--- src/rtl/lcr_pkg.sv ---
// ----------------------------------------------------------------------------
// lcr_pkg
// Shared constants and types of the load-cell converter serial reader: the
// register map, the register file layout and the command and status groups
// that pass between the controller and the datapath.
// ----------------------------------------------------------------------------
`default_nettype none

package lcr_pkg;

   // Default number of data bits per conversion.
   localparam int DATA_BITS_DEFAULT = 24;

   // Widths of the running sum and divider, the result value, the offset and the pulse index.
   localparam int SUM_WIDTH    = 32;
   localparam int VALUE_WIDTH  = 25;
   localparam int OFFSET_WIDTH = 24;
   localparam int PULSE_WIDTH  = 5;

   // Configuration port geometry.
   localparam int CSR_ADDR_WIDTH = 5;
   localparam int CSR_DATA_WIDTH = 32;

   // Register indexes (byte address is four times the index).
   localparam logic [2:0] REG_GAIN_PULSES   = 3'd0;
   localparam logic [2:0] REG_AVERAGE_COUNT = 3'd1;
   localparam logic [2:0] REG_OFFSET        = 3'd2;
   localparam logic [2:0] REG_HALF_PERIOD   = 3'd3;
   localparam logic [2:0] REG_POWER_DOWN    = 3'd4;

   // Current register contents as seen by the datapath.
   typedef struct packed {
      logic [1:0]              gain_pulses;
      logic [7:0]              average_count;
      logic [OFFSET_WIDTH-1:0] offset;
      logic [7:0]              half_period_ticks;
      logic                    power_down;
   } lcr_cfg_type;

   // Commands from the controller to the datapath.
   typedef struct packed {
      logic tick_step;
      logic div_start;
      logic div_step;
      logic load_tick;
      logic load_div;
   } lcr_cmd_type;

   // Status from the datapath to the controller.
   typedef struct packed {
      logic tick_final;
      logic div_last;
   } lcr_status_type;

endpackage

`default_nettype wire

--- src/rtl/lcr_ctrl.sv ---
// ----------------------------------------------------------------------------
// lcr_ctrl
// Sequencing controller: accepts ticks, runs the divider when a tick closes
// an average, and manages the result register and both handshakes.
// ----------------------------------------------------------------------------
`default_nettype none

module lcr_ctrl (
   input  wire                     clock,
   input  wire                     reset,
   input  wire                     req_valid,
   output logic                    req_stall,
   output logic                    rsp_valid,
   input  wire                     rsp_stall,
   input  lcr_pkg::lcr_status_type status,
   output lcr_pkg::lcr_cmd_type    cmd
);
   import lcr_pkg::*;

   localparam logic [1:0] ST_RUN  = 2'd0;
   localparam logic [1:0] ST_DIV  = 2'd1;
   localparam logic [1:0] ST_HOLD = 2'd2;

   logic [1:0] state_ff;
   logic [1:0] state_in;
   logic       out_full_ff;
   logic       out_full_in;
   logic       out_free;
   logic       accept;
   logic       taken;

   // The result register can take new data when empty or emptied this cycle.
   assign taken     = out_full_ff && !rsp_stall;
   assign out_free  = !out_full_ff || !rsp_stall;
   assign req_stall = !((state_ff == ST_RUN) && out_free);
   assign accept    = req_valid && !req_stall;
   assign rsp_valid = out_full_ff;

   // Next state and commands.
   always_comb begin
      state_in    = state_ff;
      out_full_in = taken ? 1'b0 : out_full_ff;
      cmd         = '0;
      unique case (state_ff)
         ST_DIV: begin
            cmd.div_step = 1'b1;
            if (status.div_last) begin
               state_in = ST_HOLD;
            end
         end
         ST_HOLD: begin
            if (out_free) begin
               cmd.load_div = 1'b1;
               out_full_in  = 1'b1;
               state_in     = ST_RUN;
            end
         end
         default: begin
            state_in = ST_RUN;
            if (accept) begin
               cmd.tick_step = 1'b1;
               if (status.tick_final) begin
                  cmd.div_start = 1'b1;
                  state_in      = ST_DIV;
               end else begin
                  cmd.load_tick = 1'b1;
                  out_full_in   = 1'b1;
               end
            end
         end
      endcase
   end

   // Control registers.
   always_ff @(posedge clock) begin
      if (reset) begin
         state_ff    <= ST_RUN;
         out_full_ff <= 1'b0;
      end else begin
         state_ff    <= state_in;
         out_full_ff <= out_full_in;
      end
   end

endmodule

`default_nettype wire

--- src/rtl/lcr_dp.sv ---
// ----------------------------------------------------------------------------
// lcr_dp
// Datapath: serial clock and bit timing, shift register, running sum, a
// one-bit-per-cycle divider for the average, and the result register.
// ----------------------------------------------------------------------------
`default_nettype none

module lcr_dp #(
   parameter int DATA_BITS = lcr_pkg::DATA_BITS_DEFAULT
) (
   input  wire                                 clock,
   input  wire                                 reset,
   input  lcr_pkg::lcr_cfg_type                cfg,
   input  lcr_pkg::lcr_cmd_type                cmd,
   output lcr_pkg::lcr_status_type             status,
   input  wire                                 dout_level,
   output logic                                sck_level,
   output logic                                ready_res,
   output logic                                sample_valid,
   output logic signed [lcr_pkg::VALUE_WIDTH-1:0] sample_value
);
   import lcr_pkg::*;

   localparam logic [1:0] PH_IDLE = 2'd0;
   localparam logic [1:0] PH_HIGH = 2'd1;
   localparam logic [1:0] PH_LOW  = 2'd2;
   localparam int         DIV_STEP_WIDTH = $clog2(SUM_WIDTH);
   localparam logic [DIV_STEP_WIDTH-1:0] DIV_LAST = DIV_STEP_WIDTH'(SUM_WIDTH - 1);

   // Pin timing and accumulation state.
   logic [1:0]             phase_ff, phase_in;
   logic [PULSE_WIDTH-1:0] pulse_index_ff, pulse_index_in;
   logic [7:0]             tick_count_ff, tick_count_in;
   logic [DATA_BITS-1:0]   shift_data_ff, shift_data_in;
   logic [SUM_WIDTH-1:0]   running_sum_ff, running_sum_in;
   logic [7:0]             readings_done_ff, readings_done_in;
   logic                   clock_out_ff, clock_out_in;
   logic                   ready_tick;
   logic                   tick_final;

   // Divider state.
   logic [SUM_WIDTH-1:0]      div_quo_ff;
   logic [7:0]                div_rem_ff;
   logic [7:0]                div_divisor_ff;
   logic                      div_neg_ff;
   logic [DIV_STEP_WIDTH-1:0] div_count_ff;

   // Result register.
   logic                   rsp_sck_ff;
   logic                   rsp_ready_ff;
   logic                   rsp_sample_valid_ff;
   logic [VALUE_WIDTH-1:0] rsp_value_ff;

   // Effective register values: a zero setting acts as one.
   logic [7:0]             half_period;
   logic [1:0]             gain_eff;
   logic [7:0]             count_eff;
   logic [7:0]             tick_inc;
   logic [PULSE_WIDTH-1:0] pulse_inc;
   logic [PULSE_WIDTH:0]   pulse_limit;
   logic [SUM_WIDTH-1:0]   reading_ext;
   logic [SUM_WIDTH-1:0]   sum_add;
   logic [SUM_WIDTH-1:0]   sum_mag;
   logic [7:0]             done_inc;
   logic                   in_data_bits;

   assign half_period  = (cfg.half_period_ticks == 8'd0) ? 8'd1 : cfg.half_period_ticks;
   assign gain_eff     = (cfg.gain_pulses == 2'd0) ? 2'd1 : cfg.gain_pulses;
   assign count_eff    = (cfg.average_count == 8'd0) ? 8'd1 : cfg.average_count;
   assign tick_inc     = tick_count_ff + 8'd1;
   assign pulse_inc    = pulse_index_ff + PULSE_WIDTH'(1);
   assign pulse_limit  = (PULSE_WIDTH + 1)'(DATA_BITS) + (PULSE_WIDTH + 1)'(gain_eff);
   assign in_data_bits = {1'b0, pulse_index_ff} < (PULSE_WIDTH + 1)'(DATA_BITS);
   assign reading_ext  = {{(SUM_WIDTH - DATA_BITS){shift_data_ff[DATA_BITS-1]}},
                          shift_data_ff};
   assign sum_add      = running_sum_ff + reading_ext;
   assign sum_mag      = sum_add[SUM_WIDTH-1] ? (~sum_add + SUM_WIDTH'(1)) : sum_add;
   assign done_inc     = readings_done_ff + 8'd1;

   // Next state of the pin timing for one tick.
   always_comb begin
      phase_in         = phase_ff;
      pulse_index_in   = pulse_index_ff;
      tick_count_in    = tick_count_ff;
      shift_data_in    = shift_data_ff;
      running_sum_in   = running_sum_ff;
      readings_done_in = readings_done_ff;
      clock_out_in     = clock_out_ff;
      ready_tick       = 1'b0;
      tick_final       = 1'b0;
      if (cfg.power_down) begin
         clock_out_in   = 1'b1;
         phase_in       = PH_IDLE;
         pulse_index_in = '0;
         tick_count_in  = '0;
      end else begin
         unique case (phase_ff)
            PH_HIGH: begin
               clock_out_in  = 1'b1;
               tick_count_in = tick_inc;
               if (tick_inc >= half_period) begin
                  if (in_data_bits) begin
                     shift_data_in = {shift_data_ff[DATA_BITS-2:0], dout_level};
                  end
                  tick_count_in = '0;
                  phase_in      = PH_LOW;
               end
            end
            PH_LOW: begin
               clock_out_in  = 1'b0;
               tick_count_in = tick_inc;
               if (tick_inc >= half_period) begin
                  tick_count_in  = '0;
                  pulse_index_in = pulse_inc;
                  if ({1'b0, pulse_inc} >= pulse_limit) begin
                     running_sum_in   = sum_add;
                     readings_done_in = done_inc;
                     pulse_index_in   = '0;
                     phase_in         = PH_IDLE;
                     if (done_inc >= count_eff) begin
                        tick_final       = 1'b1;
                        running_sum_in   = '0;
                        readings_done_in = '0;
                     end
                  end else begin
                     phase_in = PH_HIGH;
                  end
               end
            end
            default: begin
               phase_in       = PH_IDLE;
               clock_out_in   = 1'b0;
               tick_count_in  = '0;
               pulse_index_in = '0;
               if (!dout_level) begin
                  ready_tick = 1'b1;
                  phase_in   = PH_HIGH;
               end
            end
         endcase
      end
   end

   assign status.tick_final = tick_final;
   assign status.div_last   = (div_count_ff == DIV_LAST);

   // Pin timing and accumulation registers, updated once per accepted request.
   always_ff @(posedge clock) begin
      if (reset) begin
         phase_ff         <= PH_IDLE;
         pulse_index_ff   <= '0;
         tick_count_ff    <= '0;
         shift_data_ff    <= '0;
         running_sum_ff   <= '0;
         readings_done_ff <= '0;
         clock_out_ff     <= 1'b0;
      end else if (cmd.tick_step) begin
         phase_ff         <= phase_in;
         pulse_index_ff   <= pulse_index_in;
         tick_count_ff    <= tick_count_in;
         shift_data_ff    <= shift_data_in;
         running_sum_ff   <= running_sum_in;
         readings_done_ff <= readings_done_in;
         clock_out_ff     <= clock_out_in;
      end
   end

   // Restoring divider step: one quotient bit per cycle on the magnitude.
   logic [8:0] rem_shift;
   logic       rem_fits;

   assign rem_shift = {div_rem_ff, div_quo_ff[SUM_WIDTH-1]};
   assign rem_fits  = rem_shift >= {1'b0, div_divisor_ff};

   always_ff @(posedge clock) begin
      if (cmd.div_start) begin
         div_quo_ff     <= sum_mag;
         div_rem_ff     <= '0;
         div_divisor_ff <= count_eff;
         div_neg_ff     <= sum_add[SUM_WIDTH-1];
         div_count_ff   <= '0;
      end else if (cmd.div_step) begin
         div_rem_ff   <= rem_fits ? 8'(rem_shift - {1'b0, div_divisor_ff}) : rem_shift[7:0];
         div_quo_ff   <= {div_quo_ff[SUM_WIDTH-2:0], rem_fits};
         div_count_ff <= div_count_ff + DIV_STEP_WIDTH'(1);
      end
   end

   // Signed quotient minus the offset, kept to the result width.
   logic [VALUE_WIDTH-1:0] quo_low;
   logic [VALUE_WIDTH-1:0] quo_signed;
   logic [VALUE_WIDTH-1:0] offset_ext;

   assign quo_low    = div_quo_ff[VALUE_WIDTH-1:0];
   assign quo_signed = div_neg_ff ? (~quo_low + VALUE_WIDTH'(1)) : quo_low;
   assign offset_ext = {{(VALUE_WIDTH - OFFSET_WIDTH){cfg.offset[OFFSET_WIDTH-1]}},
                        cfg.offset};

   // Result register.
   always_ff @(posedge clock) begin
      if (cmd.load_tick) begin
         rsp_sck_ff          <= clock_out_in;
         rsp_ready_ff        <= ready_tick;
         rsp_sample_valid_ff <= 1'b0;
         rsp_value_ff        <= '0;
      end else if (cmd.load_div) begin
         rsp_sck_ff          <= clock_out_ff;
         rsp_ready_ff        <= 1'b0;
         rsp_sample_valid_ff <= 1'b1;
         rsp_value_ff        <= quo_signed - offset_ext;
      end
   end

   assign sck_level    = rsp_sck_ff;
   assign ready_res    = rsp_ready_ff;
   assign sample_valid = rsp_sample_valid_ff;
   assign sample_value = $signed(rsp_value_ff);

endmodule

`default_nettype wire

--- src/rtl/load_cell_adc_serial_reader_core.sv ---
// ----------------------------------------------------------------------------
// load_cell_adc_serial_reader_core
// Top level of the serial reader for a 24-bit bridge converter.
// ----------------------------------------------------------------------------
// Each request is one timing tick carrying the sampled data pin, and each
// request yields exactly one response with the serial clock level for that
// tick, the ready flag and, when a tick closes an average, the averaged and
// offset-corrected sample. Ordinary ticks are taken one per clock cycle while
// the response side keeps up. A tick that completes the set number of
// readings stalls further requests until its sample is in the response
// register, because the average is formed by a divider that produces one
// quotient bit per cycle over the 32-bit running sum. Registers are written
// over the APB port and take effect on the next tick.
`default_nettype none

module load_cell_adc_serial_reader_core #(
   parameter int DATA_BITS = lcr_pkg::DATA_BITS_DEFAULT
) (
   input  wire                                       clock,
   input  wire                                       reset,
   // Request channel.
   input  wire                                       req_valid,
   output logic                                      req_stall,
   input  wire                                       req_dout_level,
   // Response channel.
   output logic                                      rsp_valid,
   input  wire                                       rsp_stall,
   output logic                                      rsp_sck_level,
   output logic                                      rsp_ready_res,
   output logic                                      rsp_sample_valid,
   output logic signed [lcr_pkg::VALUE_WIDTH-1:0]    rsp_sample_value,
   // Register port.
   input  wire                                       psel,
   input  wire                                       penable,
   input  wire                                       pwrite,
   input  wire  [lcr_pkg::CSR_ADDR_WIDTH-1:0]        paddr,
   input  wire  [lcr_pkg::CSR_DATA_WIDTH-1:0]        pwdata,
   output logic [lcr_pkg::CSR_DATA_WIDTH-1:0]        prdata,
   output logic                                      pready
);
   import lcr_pkg::*;

   lcr_cfg_type    cfg_ff;
   lcr_cmd_type    cmd;
   lcr_status_type status;
   logic [2:0]     reg_index;
   logic           csr_write;

   assign pready    = 1'b1;
   assign reg_index = paddr[CSR_ADDR_WIDTH-1:2];
   assign csr_write = psel && penable && pwrite && pready;

   // Register writes.
   always_ff @(posedge clock) begin
      if (reset) begin
         cfg_ff.gain_pulses       <= 2'd1;
         cfg_ff.average_count     <= 8'd1;
         cfg_ff.offset            <= '0;
         cfg_ff.half_period_ticks <= 8'd1;
         cfg_ff.power_down        <= 1'b0;
      end else if (csr_write) begin
         unique case (reg_index)
            REG_GAIN_PULSES:   cfg_ff.gain_pulses       <= pwdata[1:0];
            REG_AVERAGE_COUNT: cfg_ff.average_count     <= pwdata[7:0];
            REG_OFFSET:        cfg_ff.offset            <= pwdata[OFFSET_WIDTH-1:0];
            REG_HALF_PERIOD:   cfg_ff.half_period_ticks <= pwdata[7:0];
            REG_POWER_DOWN:    cfg_ff.power_down        <= pwdata[0];
            default: begin
            end
         endcase
      end
   end

   // Register reads.
   always_comb begin
      unique case (reg_index)
         REG_GAIN_PULSES:   prdata = CSR_DATA_WIDTH'(cfg_ff.gain_pulses);
         REG_AVERAGE_COUNT: prdata = CSR_DATA_WIDTH'(cfg_ff.average_count);
         REG_OFFSET:        prdata = CSR_DATA_WIDTH'(cfg_ff.offset);
         REG_HALF_PERIOD:   prdata = CSR_DATA_WIDTH'(cfg_ff.half_period_ticks);
         REG_POWER_DOWN:    prdata = CSR_DATA_WIDTH'(cfg_ff.power_down);
         default:           prdata = '0;
      endcase
   end

   lcr_ctrl u_ctrl (
      .clock     (clock),
      .reset     (reset),
      .req_valid (req_valid),
      .req_stall (req_stall),
      .rsp_valid (rsp_valid),
      .rsp_stall (rsp_stall),
      .status    (status),
      .cmd       (cmd)
   );

   lcr_dp #(
      .DATA_BITS (DATA_BITS)
   ) u_dp (
      .clock        (clock),
      .reset        (reset),
      .cfg          (cfg_ff),
      .cmd          (cmd),
      .status       (status),
      .dout_level   (req_dout_level),
      .sck_level    (rsp_sck_level),
      .ready_res    (rsp_ready_res),
      .sample_valid (rsp_sample_valid),
      .sample_value (rsp_sample_value)
   );

endmodule

`default_nettype wire

--- config.mk ---
export PLATFORM = sky130hd
export DESIGN_NAME = load_cell_adc_serial_reader_core
export DESIGN_NICKNAME = d
export VERILOG_FILES = /design/src/rtl/lcr_pkg.sv /design/src/rtl/lcr_ctrl.sv /design/src/rtl/lcr_dp.sv /design/src/rtl/load_cell_adc_serial_reader_core.sv
export SDC_FILE = /design/constraint.sdc
export NUM_CORES = 1
export LEC_CHECK = 0
export CAP_MARGIN = 25
export CORE_ASPECT_RATIO = 0.7
export CORE_UTILIZATION = 65
export CTS_BUF_LIST = sky130_fd_sc_hd__clkbuf_2 sky130_fd_sc_hd__clkbuf_4 sky130_fd_sc_hd__clkbuf_8
export DETAILED_ROUTE_END_ITERATION = 7
export DONT_BUFFER_PORTS = 1
export GPL_TIMING_DRIVEN = 1
export PLACE_DENSITY = 0.87
export SYNTH_ARGS = -nofsm -noshare
export SYNTH_HDL_FRONTEND = slang
export SYNTH_SLANG_ARGS = --single-unit
--- constraint.sdc ---
create_clock -name clock -period 6.8 [get_ports clock]
set_clock_uncertainty 0.15 [all_clocks]
set_input_delay 1.36 -clock clock [delete_from_list [all_inputs] [get_ports clock]]
set_output_delay 1.36 -clock clock [all_outputs]
set_load 0.02 [all_outputs]
==> impl_metrics.py <==
metrics = {
    "outcome": {
        "status": "complete, no violations",
    },
    "critical_path": {
        "required_ps": 7110,
        "crit_path_start_kind": "flop",
        "crit_type": "flop to flop",
        "crit_arrival_ps": 5090,
        "reg2reg_from": "u_dp.div_quo_ff[2]",
        "crit_start": "u_dp.div_quo_ff[2]",
        "setup.worst_path.end_class": "flop",
        "critPathMaxFanout": 6,
    },
    "floorplan": {
        "die_w_um": 175.8,
        "start_util_pct": 66.37,
        "die_h_um": 123.6,
        "core-area_um2": 20700,
        "ios": 108,
        "rows": 44,
        "design.die.area_um2": 21730,
    },
    "global_route": {
        "antenna_found_initial": 0,
        "track_usage_pct": 31.34,
        "grt_pass1_wl_um": 54860,
        "grt_pass1_vias": 11049,
        "grt_overflow": 0,
        "grt_max_degree": 127,
    },
    "clock_network": {
        "post-cts-setup-buffer-count": 0,
        "post_cts_resized": 0,
        "clockBufferDepth": 3,
        "cts_tree": "yes",
        "clk_latency_ps": 550,
        "cts_hold_buf": 0,
        "h-tree-depth": 2,
        "cts.sinks": 208,
        "cts-root-buf": "clkbuf_8",
        "cts_buffers": 34,
        "clk_pin_slew_ps": 60,
    },
    "place": {
        "place_congestion": 0.9408,
        "dpl.hpwl_um": 25100,
        "io_buffer_count": 0,
        "dp.cells": 1857,
    },
    "min_path": {
        "hold_start": "cfg_ff[22]",
        "hold_path.class": "flop to flop",
    },
    "power": {
        "irDropWorstVdd_uv": 164.0,
        "netSwitchingFraction_pct": 23.10,
        "cellLeakagePower_uw": 0.005723,
        "pwr-share-seq_pct": 50.8,
        "p_int_uw": 1914,
        "power_switching_uw": 575.2,
        "p_clk_share_pct": 46.5,
        "comb_power_share_pct": 2.7,
        "powerDensity_nw_per_um2": 171.5,
    },
    "timing": {
        "worstMarginPinSlew_ps": 976.9,
        "drv_slew": 0,
        "tns_ps": 0,
        "period_needed_ps": 4778,
        "finalCritPeriodShare_pct": 70.26,
        "rsz0062_at_grt": "no",
        "setup_viol": 0,
        "max_slew_margin_pct": 34.72,
        "finalHoldViolations": 0,
        "fmax_ghz": 0.2093,
    },
    "synthesis": {
        "synth-edff-count": 43,
        "ys_types": 91,
        "yosysSeqAreaShare_pct": 33.44,
        "yosys_warnings": 0,
        "synthCells": 1659,
        "synth_top_area_share_pct": 24.04,
        "synthArstFlopShare_pct": 0,
        "ys_seq_elements": 208,
        "yosysTopAreaCell": "dfxtp_1",
        "yosys_most_used_dff": "dfxtp_1",
        "syn_avg_cell_area_um2": 8.282,
        "synth_area_um2": 13740,
        "synth.area.top_cells": "dfxtp_1 (24%), edfxtp_1 (9.4%), ha_1 (8.7%)",
    },
    "cells_and_area": {
        "fillers": 1620,
        "drive_gt1_share_pct": 6.703,
        "register_area_um2": 4594,
        "nNetsFinal": 1761,
        "multi_input_area_um2": 8486,
        "instances_no_fill": 1917,
        "area_growth_syn_to_layout_pct": 5.665,
        "antenna_cells": 0,
    },
    "flow_run": {
        "maxCapViolations": 0,
    },
    "route": {
        "vias": 12034,
        "ant_nets": 0,
        "remaining_drc_errors": 0,
        "wl_um": 34250,
        "vias_per_cell": 6.278,
        "first_pass_iters": 5,
        "dr.first_iter.drc_count": 1201,
        "post_drt_wl_per_cell_um": 17.87,
    },
}
path summary, 6_finish.rpt:
path | endpoint | cells after the start | slack, ps
worst min register to register | cfg_ff[22] | 2 | 310
worst max register to register | u_dp.sample_value[24] | 15 | 2020
worst min-delay path | cfg_ff[22] | 2 | 310
worst max-delay path | u_dp.sample_value[24] | 15 | 2020
flip-flops by register name, indices dropped and copies added (netlist names), 8 cells and up:
name / cells
u_dp.sample_value: 25
u_dp.running_sum_ff: 32
u_dp.div_rem_ff: 8
u_dp.div_quo_ff: 32
u_dp.tick_count_ff: 8
u_dp.div_divisor_ff: 8
u_dp.shift_data_ff: 24
cfg_ff: 43
u_dp.readings_done_ff: 8
kinds of logic (layout without fill, tap and decap cells):
group	count (synthesis)	count (layout)	share of synthesized area, %
buf+inv	172	147	5.127
flops	208	208	33.44
compound gates	414	414	19.74
fa+ha+maj	98	98	9.088
other cells	2	9	0.05466
xor+xnor	114	114	7.322
mux	56	56	4.198
simple gates	595	595	21.03
power groups by stage:
stage	Combinational, µW	Clock, µW	Sequential [µW]
after global routing	72.1	1230	1260
after CTS	65.2	1170	1260
after global placement	62.1	0	1290
final	66.2	1160	1260
after detailed placement	64.6	0	1290
after floorplan	66.8	0	1290
synthesized netlist by cell type (32+ instances only):
master	count
xor2_1	38
inv_1	77
a21oi_1	113
nand3_1	32
dfxtp_1	165
edfxtp_1	43
ha_1	95
o21ai_0	87
xnor2_1	75
nor2_1	191
a22oi_1	46
nand2_1	169
mux2i_1	52
clkbuf_1	67
routing by layer:
| layer | routed length (µm) | GRT usage (%) | up-vias |
|---|---|---|---|
| met5 | 0 | 0 | - |
| met4 | 632 | 9.565 | 0 |
| met3 | 3244 | 7.265 | 60 |
| met2 | 14690 | 48.15 | 515 |
| met1 | 15680 | 43.84 | 5631 |
| li1 | - | - | 5828 |
worst max-delay path, stage by stage (launching register included):
cell and delay [ps]:
edfxtp_1 470, nor3_1 240, nand3_1 140, or2_2 310, or3_1 360, or2_2 350
o41ai_1 350, xnor2_1 160, ha_1 350, inv_1 60, o41ai_1 730, a21boi_0 260
o31ai_1 290, a21oi_1 120, xnor2_1 150, o31ai_1 200
cell usage in the layout (no fill, tap or decap), types with 10 or more instances in the layout:
cell type,synthesis,layout
nand4_1,20,20
and3_1,15,15
inv_1,77,77
nand3_1,32,32
nand2_1,169,169
ha_1,95,95
a31oi_1,11,11
nor2_1,191,189
nand2b_1,21,21
xor2_1,38,38
or3_1,14,13
a21oi_1,113,113
nor3_1,31,31
a211oi_1,13,13
mux2i_1,52,52
o21ai_0,87,87
edfxtp_1,43,43
clkbuf_4,0,12
dfxtp_1,165,165
clkbuf_8,0,39
o21a_1,10,10
xnor2_1,75,75
o31ai_1,18,18
a21o_1,27,27
a22oi_1,46,46
nor2b_1,17,17
and2_1,15,15
metrics by stage:
| stage | setup slack (ps) | hold WS, ps | area, µm² | utilization, % | power (µW) |
|---|---|---|---|---|---|
| 2_1_floorplan | 2339 | 286.3 | 13770 | - | 1357 |
| 3_3_place_gp | 2044 | 286.8 | 13780 | 66.56 | 1354 |
| 3_5_place_dp | 1963 | 293.6 | 13790 | 66.63 | 1356 |
| 4_1_cts | 2002 | 302.3 | 14500 | 70.06 | 2499 |
| 5_1_grt | 1667 | 330.7 | 14520 | 70.13 | 2562 |
| 6_report | 2022 | 307.9 | 14520 | 70.13 | 2490 |
final cells by class:
type,count,share of cell area (%)
Clock buffer,51,4.318
Clock inverter,8,0.5688
Inverter,78,2.017
Multi-Input combinational cell,1286,58.45
Sequential cell,208,31.65
Tap cell,276,2.379
Timing Repair Buffer,10,0.6205
No activity file was read; power rests on OpenSTA's default activity.
